## src/rtl/checked_signed_alu_unit_defines.svh

```systemverilog
`ifndef CHECKED_SIGNED_ALU_UNIT_DEFINES_SVH
`define CHECKED_SIGNED_ALU_UNIT_DEFINES_SVH

// implication in the same cycle
`define CSA_ASSERT_IMPL(label, ante, cons) \
  label: assert property (@(posedge clk) disable iff (!rst_n) (ante) |-> (cons)) \
    else $error("checked_signed_alu_unit: assertion failed");

// implication in the next cycle
`define CSA_ASSERT_NEXT(label, ante, cons) \
  label: assert property (@(posedge clk) disable iff (!rst_n) (ante) |=> (cons)) \
    else $error("checked_signed_alu_unit: assertion failed");

`endif

```

## src/rtl/csa_pkg.sv

```systemverilog
`timescale 1ns / 1ps

package csa_pkg;

  localparam int WIDTH_DEF = 32;

  localparam logic [2:0] ACT_NEG = 3'd0;
  localparam logic [2:0] ACT_ADD = 3'd1;
  localparam logic [2:0] ACT_SUB = 3'd2;
  localparam logic [2:0] ACT_MUL = 3'd3;
  localparam logic [2:0] ACT_DIV = 3'd4;

  localparam logic [2:0] ST_OK  = 3'd0;
  localparam logic [2:0] ST_NEG = 3'd1;
  localparam logic [2:0] ST_ADD = 3'd2;
  localparam logic [2:0] ST_SUB = 3'd3;
  localparam logic [2:0] ST_MUL = 3'd4;
  localparam logic [2:0] ST_DIV = 3'd5;

endpackage

```

## src/rtl/csa_mul.sv

```systemverilog
`timescale 1ns / 1ps

module csa_mul #(
  parameter int WIDTH = csa_pkg::WIDTH_DEF
) (
  input  logic             clk,
  input  logic             en,
  input  logic [WIDTH-1:0] ma,
  input  logic [WIDTH-1:0] mb,
  input  logic             neg,
  output logic [WIDTH-1:0] mul_val,
  output logic             mul_ovf
);
  import csa_pkg::*;

  localparam int H = (WIDTH + 1) / 2;
  localparam int L = WIDTH - H;
  localparam int PW = 2 * WIDTH;
  localparam logic [PW-1:0] SIGN_P = {{WIDTH{1'b0}}, 1'b1, {(WIDTH-1){1'b0}}};

  logic [2*H-1:0]   pp0_r;
  logic [WIDTH-1:0] pp1_r, pp2_r;
  logic [2*L-1:0]   pp3_r;
  logic             neg1_r, neg2_r;
  logic [PW-1:0]    prod_r;
  logic [PW-1:0]    prod_nxt;
  logic [WIDTH-1:0] val_r;
  logic             ovf_r;

  // stage 1: partial products on half-width pieces
  always_ff @(posedge clk) begin
    if (en) begin
      pp0_r  <= ma[H-1:0] * mb[H-1:0];
      pp1_r  <= ma[H-1:0] * mb[WIDTH-1:H];
      pp2_r  <= ma[WIDTH-1:H] * mb[H-1:0];
      pp3_r  <= ma[WIDTH-1:H] * mb[WIDTH-1:H];
      neg1_r <= neg;
    end
  end

  always_comb begin
    prod_nxt = {{(PW-2*H){1'b0}}, pp0_r}
             + ({{WIDTH{1'b0}}, pp1_r} << H)
             + ({{WIDTH{1'b0}}, pp2_r} << H)
             + ({{(PW-2*L){1'b0}}, pp3_r} << (2 * H));
  end

  // stage 2: full magnitude product
  always_ff @(posedge clk) begin
    if (en) begin
      prod_r <= prod_nxt;
      neg2_r <= neg1_r;
    end
  end

  // stage 3: wrap and range check
  always_ff @(posedge clk) begin
    if (en) begin
      val_r <= neg2_r ? (~prod_r[WIDTH-1:0] + 1'b1) : prod_r[WIDTH-1:0];
      ovf_r <= neg2_r ? (prod_r > SIGN_P) : (prod_r >= SIGN_P);
    end
  end

  assign mul_val = val_r;
  assign mul_ovf = ovf_r;

endmodule

```

## config.mk

```make
export PLATFORM = sky130hd
export DESIGN_NAME = csa_mul
export DESIGN_NICKNAME = d
export VERILOG_FILES = /design/src/rtl/checked_signed_alu_unit_defines.svh /design/src/rtl/csa_pkg.sv /design/src/rtl/csa_mul.sv
export SDC_FILE = /design/constraint.sdc
export NUM_CORES = 2
export LEC_CHECK = 0
export ABC_AREA = 1
export BUFFER_PORTS_ARGS = -buffer_cell sky130_fd_sc_hd__clkbuf_2
export CAP_MARGIN = 15
export CORE_MARGIN = 2
export CORE_UTILIZATION = 60
export CTS_CLUSTER_SIZE = 30
export DETAILED_ROUTE_END_ITERATION = 16
export PLACE_DENSITY = 0.89
export SETUP_SLACK_MARGIN = 0.15
export SLEW_MARGIN = 20
export SYNTH_ARGS = -nofsm -noshare
export SYNTH_HDL_FRONTEND = slang
export SYNTH_SLANG_ARGS = --single-unit
```

## constraint.sdc

```tcl
create_clock -name clk -period 5.8 [get_ports clk]
set_input_delay 0.58 -clock clk [delete_from_list [all_inputs] [get_ports clk]]
set_output_delay 0.58 -clock clk [all_outputs]
set_load 0.01 [all_outputs]
```

==> flow_metrics.env <==
export IMPL_cts_sinks=227
export IMPL_top_layer="met5"
export IMPL_wl_met2_um=62100
export IMPL_synth_edf_count=227
export IMPL_post_cts_buffers=0
export IMPL_drt_initial_drc_count=3882
export IMPL_min_to="neg1_r"
export IMPL_layout_commonest_cell="nand2_1"
export IMPL_layout_common_cells="1851 x nand2_1, 1762 x inv_1, 809 x fa_1"
export IMPL_maxCapViolCount=0
export IMPL_cp_max_fo=17
export IMPL_startpoint_type="primary input"
export IMPL_yosys_warnings=0
export IMPL_max_slew_margin=0.340
export IMPL_area_growth_pct=12.2
export IMPL_r2r_setup_slack_ns=2.65
export IMPL_wl_met1_um=52400
export IMPL_die_area_sq_um=82800
export IMPL_grt_pass1_vias=43500
export IMPL_fin_crit_sh=0.951
export IMPL_critical_path_class="in -> reg"
export IMPL_synthFlopType="edfxtp_1"
export IMPL_seq_area_frac_synth=0.141
export IMPL_crit_slowest_cell="fa_1"
export IMPL_cts_tree="built"
export IMPL_n_fill_cell=6213
export IMPL_pin_count=100
export IMPL_start_util=0.603
export IMPL_grt_total_usage=0.345
export IMPL_multi_input_area_sq_um=34100
export IMPL_nNetsFinal=7942
export IMPL_clock_skew_ns=0.0231
export IMPL_first_pass_iters=8
export IMPL_cp_required_ns=6.12
export IMPL_ctsResizeCount=0
export IMPL_drv_slew=0
export IMPL_regArea_sq_um=6820
export IMPL_arrival_ns=5.83
export IMPL_tightest_slew_ns=0.990
export IMPL_clock_latency_ns=0.58
export IMPL_min_from="neg"
export IMPL_grt_setup_unrepaired="false"
export IMPL_synthesis_instances=6257
export IMPL_whs_ns=0.193
export IMPL_wl_met3_um=16100
export IMPL_async_reset_ff_frac=0
export IMPL_ant_nets=0
export IMPL_crit_top_cell="fa_1"
export IMPL_wl_um=139000
export IMPL_drive_above_1_share=0.0992
export IMPL_min_period_ns=5.52
export IMPL_vias=41800
export IMPL_synth_cell_types=38
export IMPL_clkTransAtPathRegs_ns=0.06
export IMPL_antenna_found_initial=3
export IMPL_die_y_um=288
export IMPL_layout_setup_ws_ns=0.284
export IMPL_reg2reg_depth=14
export IMPL_hpwl_um=115000
export IMPL_setup_viol=0
export IMPL_cts_hold_buf=0
export IMPL_max_freq_mhz=181
export IMPL_core_sq_um=80200
export IMPL_crit_start="mb[13]"
export IMPL_hold_viol=0
export IMPL_end_kind="flop"
export IMPL_preCtsSetupSlack_ns=-0.256
export IMPL_die_w_um=288
export IMPL_postSynthAreaPerCell_sq_um=7.72
export IMPL_grt_max_degree=146
export IMPL_r2r_start="pp0_r[17]"
export IMPL_cts_path_max_buffers=3
export IMPL_grt_pass1_wl_um=224000
export IMPL_hold_path_class="in -> reg"
export IMPL_r2r_end="prod_r[57]"
export IMPL_cts_buffers=25
export IMPL_grt_ovfl_total=0
export IMPL_synth_seq_cells=227
export IMPL_routedWlPerCell_um=18.1
export IMPL_critPathMaxStageDelay_ns=0.52
export IMPL_status="complete, no violations"
export IMPL_fin_util=0.676
export IMPL_cp_cell_sequence="clkbuf_2 -> nand2_1 -> fa_1 -> fa_1 -> inv_1 -> fa_1 -> fa_1 -> fa_1 -> inv_1 -> fa_1 -> inv_1 -> ha_1 -> buf_4 -> nand4_1 -> nor3_1 -> nand2_1 -> nand2_1 -> xor2_1 -> buf_4"
export IMPL_holdPathStages=1
export IMPL_drc_errors=0
export IMPL_io_buffers=99
export IMPL_cts_max_level=1
export IMPL_syn_nets=7582
export IMPL_synth_area_sq_um=48300
export IMPL_cts_root_buf="clkbuf_16"
export IMPL_gp_congestion=1.01
export IMPL_vias_per_cell=5.43
export IMPL_rows=104
==> worst max-delay path, delay by kind of cell <==
kind / cells / cell delay, ns
adder cells (fa/ha/maj): 7 / 3.28
buffers and inverters: 6 / 0.86
XOR/XNOR: 1 / 0.09
AND/OR/NAND/NOR: 5 / 1.03
==> state kept, by name, summed over array words and instances, names as in the netlist <==
signal   cells
mul_val     32
pp1_r       32
pp0_r       32
prod_r      64
pp2_r       32
neg1_r       1
pp3_r       32
neg2_r       1
mul_ovf      1
==> cell type report <==
type | count | area share
multi-input cells | 4065 | 0.630
flip-flops and latches | 227 | 0.126
inverters | 1769 | 0.123
repair buffers | 529 | 0.0816
well taps | 1060 | 0.0245
clock buffers | 29 | 0.0118
clock inverters | 17 | 0.00333
diodes | 2 | 0.0000924
==> routing by layer <==
layer	vias up	track usage
met5	-	0
met4	2	0.178
met3	487	0.0675
met2	2434	0.544
met1	19900	0.456
li1	18900	-
==> cell families (layout without fill, tap and decap cells) <==
| kind of cell | Yosys count | after routing | synth area share |
|---|---|---|---|
| other cells | 0 | 2 | 0 |
| buf+inv | 1965 | 2344 | 0.153 |
| simple gates | 2419 | 2419 | 0.203 |
| fa+ha+maj | 1258 | 1258 | 0.452 |
| xor+xnor | 119 | 119 | 0.0216 |
| flops | 227 | 227 | 0.141 |
| compound gates | 269 | 269 | 0.0303 |
==> through the flow <==
step	area [sq um]	setup TNS (ns)	std cells
6_report	54200	0	7698
5_1_grt	54200	0	7696
4_1_cts	54100	0	7696
3_5_place_dp	53300	-7.98	7650
3_3_place_gp	53300	-2.61	7650
2_1_floorplan	48300	0	6257
==> synth_stat cells (7+ instances only) <==
master	count	area (sq um)
nand2_1	1852	6950
inv_1	1762	6610
fa_1	809	16200
ha_1	449	5620
nor2_1	238	893
edfxtp_1	227	6820
clkbuf_1	195	732
nand3_1	150	751
a21oi_1	143	716
xor2_1	91	797
o21ai_0	82	410
nand4_1	56	350
nor3_1	35	175
xnor2_1	28	245
nand2_2	24	150
nor2_2	18	113
o21a_1	16	120
nand3_2	13	130
nor4_1	9	56.3
a21o_1	8	60.1
nor2_4	8	90.1
inv_2	7	26.3
==> worst max path at each step <==
stage	to	slack, ns	depth (start not counted)
2_1_floorplan	pp0_r[26]	0.39	20
3_3_place_gp	pp2_r[20]	-0.22	23
3_5_place_dp	pp3_r[24]	-0.26	21
4_1_cts	pp2_r[20]	0.30	21
5_1_grt	pp1_r[25]	0.15	23
6_report	pp2_r[16]	0.28	19
Power is left out: the tool's default activity adds up to more than one toggle a clock period on the data nets, which glitch-free logic cannot reach.
