$ cat config.mk
export PLATFORM = sky130hd
export DESIGN_NAME = csa_div
export DESIGN_NICKNAME = d
export VERILOG_FILES = /design/src/rtl/checked_signed_alu_unit_defines.svh /design/src/rtl/csa_pkg.sv /design/src/rtl/csa_div.sv
export SDC_FILE = /design/constraint.sdc
export NUM_CORES = 2
export LEC_CHECK = 0
export BUFFER_PORTS_ARGS = -buffer_cell sky130_fd_sc_hd__buf_2
export CORE_MARGIN = 2
export CORE_UTILIZATION = 65
export CTS_CLUSTER_DIAMETER = 40
export DETAILED_ROUTE_END_ITERATION = 7
export PLACE_DENSITY = 0.91
export SLEW_MARGIN = 20
export SYNTH_ARGS = -nofsm -noshare
export SYNTH_HDL_FRONTEND = slang
export SYNTH_SLANG_ARGS = --single-unit
$ cat constraint.sdc
create_clock -name clk -period 9.5 [get_ports clk]
set_clock_uncertainty 0.05 [all_clocks]
set_input_delay 1.9 -clock clk [delete_from_list [all_inputs] [get_ports clk]]
set_output_delay 1.9 -clock clk [all_outputs]
set_load 0.01 [all_outputs]
$ cat src/rtl/checked_signed_alu_unit_defines.svh
`ifndef CHECKED_SIGNED_ALU_UNIT_DEFINES_SVH
`define CHECKED_SIGNED_ALU_UNIT_DEFINES_SVH

// implication in the same cycle
`define CSA_ASSERT_IMPL(label, ante, cons) \
  label: assert property (@(posedge clk) disable iff (!rst_n) (ante) |-> (cons)) \
    else $error("checked_signed_alu_unit: assertion failed");

// implication in the next cycle
`define CSA_ASSERT_NEXT(label, ante, cons) \
  label: assert property (@(posedge clk) disable iff (!rst_n) (ante) |=> (cons)) \
    else $error("checked_signed_alu_unit: assertion failed");

`endif

$ cat src/rtl/csa_pkg.sv
`timescale 1ns / 1ps

package csa_pkg;

  localparam int WIDTH_DEF = 32;

  localparam logic [2:0] ACT_NEG = 3'd0;
  localparam logic [2:0] ACT_ADD = 3'd1;
  localparam logic [2:0] ACT_SUB = 3'd2;
  localparam logic [2:0] ACT_MUL = 3'd3;
  localparam logic [2:0] ACT_DIV = 3'd4;

  localparam logic [2:0] ST_OK  = 3'd0;
  localparam logic [2:0] ST_NEG = 3'd1;
  localparam logic [2:0] ST_ADD = 3'd2;
  localparam logic [2:0] ST_SUB = 3'd3;
  localparam logic [2:0] ST_MUL = 3'd4;
  localparam logic [2:0] ST_DIV = 3'd5;

endpackage

$ cat src/rtl/csa_div.sv
`timescale 1ns / 1ps

module csa_div #(
  parameter int WIDTH = csa_pkg::WIDTH_DEF
) (
  input  logic             clk,
  input  logic             en,
  input  logic [WIDTH-1:0] dvd,
  input  logic [WIDTH-1:0] dvs,
  output logic [WIDTH-1:0] quo
);
  import csa_pkg::*;

  logic [WIDTH-1:0] rem_r [1:WIDTH];
  logic [WIDTH-1:0] quo_r [1:WIDTH];
  logic [WIDTH-1:0] dvs_r [1:WIDTH];

  // one restoring step per stage, one quotient bit each
  for (genvar j = 1; j <= WIDTH; j++) begin : g_stage
    logic [WIDTH-1:0] rem_p, quo_p, dvs_p;
    logic [WIDTH:0]   trial, diff;
    logic             ge;

    if (j == 1) begin : g_first
      assign rem_p = '0;
      assign quo_p = dvd;
      assign dvs_p = dvs;
    end else begin : g_next
      assign rem_p = rem_r[j-1];
      assign quo_p = quo_r[j-1];
      assign dvs_p = dvs_r[j-1];
    end

    assign trial = {rem_p, quo_p[WIDTH-1]};
    assign diff  = trial - {1'b0, dvs_p};
    assign ge    = trial >= {1'b0, dvs_p};

    always_ff @(posedge clk) begin
      if (en) begin
        rem_r[j] <= ge ? diff[WIDTH-1:0] : trial[WIDTH-1:0];
        quo_r[j] <= {quo_p[WIDTH-2:0], ge};
        dvs_r[j] <= dvs_p;
      end
    end
  end

  assign quo = quo_r[WIDTH];

endmodule

==> flow_summary.ini <==
[routing]
initialDrtViolationCount = 10500
route.final.wire_length_um = 356000
detail_route.wl_per_cell_um = 21.9
dr.pass1.iters = 6
detail-route-antenna-nets = 0
num_vias = 99900
vias_per_cell = 6.16
drc_errors = 0

[yosys]
list_of_most_frequent_post_synthesis_cells = 3008 x sky130_fd_sc_hd__edfxtp_1, 1235 x sky130_fd_sc_hd__inv_1, 994 x sky130_fd_sc_hd__ha_1
synthesis.nets = 13500
synth_top_area_share_pct = 59.3
synth_edf_count = 3008
synth_largest_area_cell = sky130_fd_sc_hd__edfxtp_1
post_synth_num_cell_types = 97
synth.top_cells.by_area = sky130_fd_sc_hd__edfxtp_1 59%, sky130_fd_sc_hd__ha_1 8.2%, sky130_fd_sc_hd__inv_1 3.0%
synthFlopType = sky130_fd_sc_hd__edfxtp_1
synth_area_um2 = 152000
synth-async-reset-ratio_pct = 0
post-synth-top-count-cell = sky130_fd_sc_hd__edfxtp_1
yosysWarningCount = 0
post_synth_inst_count = 12400
postSynthRegisterBits = 3008
avgSynthCellArea_um2 = 12.2
synth_seq_area_share_pct = 59.3

[floorplanning]
area_of_the_die_um2 = 238000
ios = 98
design.core.area_um2 = 233000
die-width_um = 488
die-height_um = 488
core.rowCount = 177
initial_standard_cell_utilization_of_the_core_pct = 65.4

[power]
fin_total_pwr_uw = 61300
leakage_uw = 0.0687
cellPowerDensity_nw_per_um2 = 360
vdd_ir_drop_max_mv = 0.347

[global_route]
first_global_vias = 98600
overflow = 0
initial_antenna_violation_count = 7
grtUsageTotal_pct = 29.7
grt_pass1_wl_um = 550000
grt_start_max_net_pins = 209

[worst_setup_path]
endpoint_kind_of_the_worst_setup_timing_path = register
worstSetupStartpointType = register
timing.critical_path.max_delay_family = compound AO/OA/AOI/OAI gates
cp_slowest_stage_delay_ns = 0.88
crit_slowest_cell = sky130_fd_sc_hd__o21ai_0
cp_common_cell = sky130_fd_sc_hd__o21ai_0
timing.critical_path.buf_inv = 2
path_max_fanout = 49
worstPathCellList = inv_1 -> ha_1 -> o21ai_0 -> a21boi_0 -> o21a_1 -> o2111ai_1 -> a211oi_1 -> o221ai_1 -> a21oi_1 -> a31oi_4 -> buf_4 -> o21ai_0
cp.arrival_ns = 5.35
worstPathRequired_ns = 10.07
worst-setup-path-type = register to register

[place]
dp.final_hpwl_um = 256000
numPortBuffers = 97
gp_routability_congestion = 0.988

[timing]
timing_max_transition_violations_final = 0
max_slew.worst_pin.slew_ns = 1.12
achievable-frequency_ghz = 0.209
setup_viol = 0
period_needed_ns = 4.78
timing_hold_violations_final = 0
grt_setup_unrepaired = false
total_negative_slack_ns = 0
max_slew_margin_pct = 25.0
min_period_over_period_pct = 50.4

[run_status]
outcome = complete, no violations

[cts]
clock_sinks = 3008
htree_num_levels = 5
cts_tree = done
clk_pin_slew_worst_paths_ns = 0.06
hold_buffers = 0
cts_buffer_depth = 4
postCtsSetupRepairBufs = 0
ctsRootBufferMaster = sky130_fd_sc_hd__clkbuf_16
postCtsResizedCells = 0
numCtsBuffers = 408
worst_skew_pair_latency_ns = 1.00

[cells_and_area]
finish.net_count = 13800
final_core_util_pct = 73.1
areaGrowthSynthToFinish_pct = 11.8
drive_gt1_share_pct = 9.21

[flow_run]
maxCapViolations = 0

[hold_path]
min_path_type = register to register
## stage by stage
stage,setup slack (ns),cells,area (µm²),hold slack [ns]
after floorplan,5.76,12400,152000,0.350
final,4.72,16200,170000,0.342
after global placement,5.03,15500,156000,0.350
after detailed placement,4.91,15500,156000,0.355
after global routing,4.41,16200,170000,0.351
after CTS,4.85,16200,170000,0.344
## placed cells by master (no fill, tap or decap), types with 106 or more instances in the layout
| master | instances |
|---|---|
| sky130_fd_sc_hd__a21o_1 | 472 |
| sky130_fd_sc_hd__a21oi_1 | 824 |
| sky130_fd_sc_hd__clkbuf_16 | 410 |
| sky130_fd_sc_hd__edfxtp_1 | 3008 |
| sky130_fd_sc_hd__ha_1 | 994 |
| sky130_fd_sc_hd__inv_1 | 1235 |
| sky130_fd_sc_hd__mux2_2 | 247 |
| sky130_fd_sc_hd__nand2_1 | 931 |
| sky130_fd_sc_hd__nand2b_1 | 123 |
| sky130_fd_sc_hd__nand3_1 | 183 |
| sky130_fd_sc_hd__nand4_1 | 151 |
| sky130_fd_sc_hd__nor2_1 | 565 |
| sky130_fd_sc_hd__nor2b_1 | 164 |
| sky130_fd_sc_hd__nor3_1 | 145 |
| sky130_fd_sc_hd__o21a_1 | 149 |
| sky130_fd_sc_hd__o21ai_0 | 861 |
| sky130_fd_sc_hd__o21bai_1 | 106 |
| sky130_fd_sc_hd__xnor2_1 | 441 |
| sky130_fd_sc_hd__xor2_1 | 362 |
## power breakdown
| part | leakage (µW) | internal [µW] | total (µW) | switching [µW] |
|---|---|---|---|---|
| Sequential | 0.0295 | 19200 | 21400 | 2230 |
| Combinational | 0.0326 | 10300 | 24700 | 14400 |
| Clock | 0.00666 | 9200 | 15200 | 6030 |
| Total | 0.0687 | 38600 | 61300 | 22700 |
## state kept, by name, indices dropped and copies added (netlist names)
| name | count |
|---|---|
| rem_r | 992 |
| dvs_r | 992 |
| quo_r | 1024 |
## cell families after synthesis
| logic type | count (synthesis) | synth area share, % |
|---|---|---|
| adders and majority gates | 1024 | 8.56 |
| and+or+nand+nor | 2585 | 8.00 |
| AOI/OAI and AO/OA | 3134 | 12.9 |
| buffers and inverters | 1507 | 3.80 |
| muxes | 381 | 2.79 |
| DFF | 3008 | 59.3 |
| xor gates and xnor gates | 803 | 4.62 |
## final cells by class
| cell class | count | area (µm²) |
|---|---|---|
| diodes | 5 | 12.5 |
| clock buffers | 448 | 10400 |
| clock inverters | 293 | 3320 |
| fillers | 14800 | 62500 |
| inverters | 1236 | 4640 |
| multi-input cells | 7927 | 56500 |
| flip-flops and latches | 3008 | 90300 |
| well taps | 3132 | 3920 |
| repair buffers | 161 | 1150 |
## final timing paths
path                                 from                      end  slack [ns]  cells past startpoint
setup reg to reg  dvs_r[0][290]$_DFFE_PP_  rem_r[0][322]$_DFFE_PP_        4.72                     12
hold reg to reg    quo_r[7][30]$_DFFE_PP_   quo_r[7][63]$_DFFE_PP_        0.34                      0
setup / recovery  dvs_r[0][290]$_DFFE_PP_  rem_r[0][322]$_DFFE_PP_        4.72                     12
hold / removal     quo_r[7][30]$_DFFE_PP_   quo_r[7][63]$_DFFE_PP_        0.34                      0
## metal layers
metal	GRT usage [%]	wire length, µm	vias up
met1	37.7	139000	47900
met3	4.44	25000	1048
met5	0	13	-
met4	14.5	18500	2
li1	-	-	46600
met2	49.9	173000	4307
## worst register-to-register path, cell delays in order, from the launching register on
cell                        delay (ns)
sky130_fd_sc_hd__edfxtp_1         0.53
sky130_fd_sc_hd__inv_1            0.10
sky130_fd_sc_hd__ha_1             0.35
sky130_fd_sc_hd__o21ai_0          0.13
sky130_fd_sc_hd__a21boi_0         0.29
sky130_fd_sc_hd__o21a_1           0.17
sky130_fd_sc_hd__o2111ai_1        0.15
sky130_fd_sc_hd__a211oi_1         0.43
sky130_fd_sc_hd__o221ai_1         0.21
sky130_fd_sc_hd__a21oi_1          0.45
sky130_fd_sc_hd__a31oi_4          0.29
sky130_fd_sc_hd__buf_4            0.37
sky130_fd_sc_hd__o21ai_0          0.90
(Power assumes the default switching activity.)
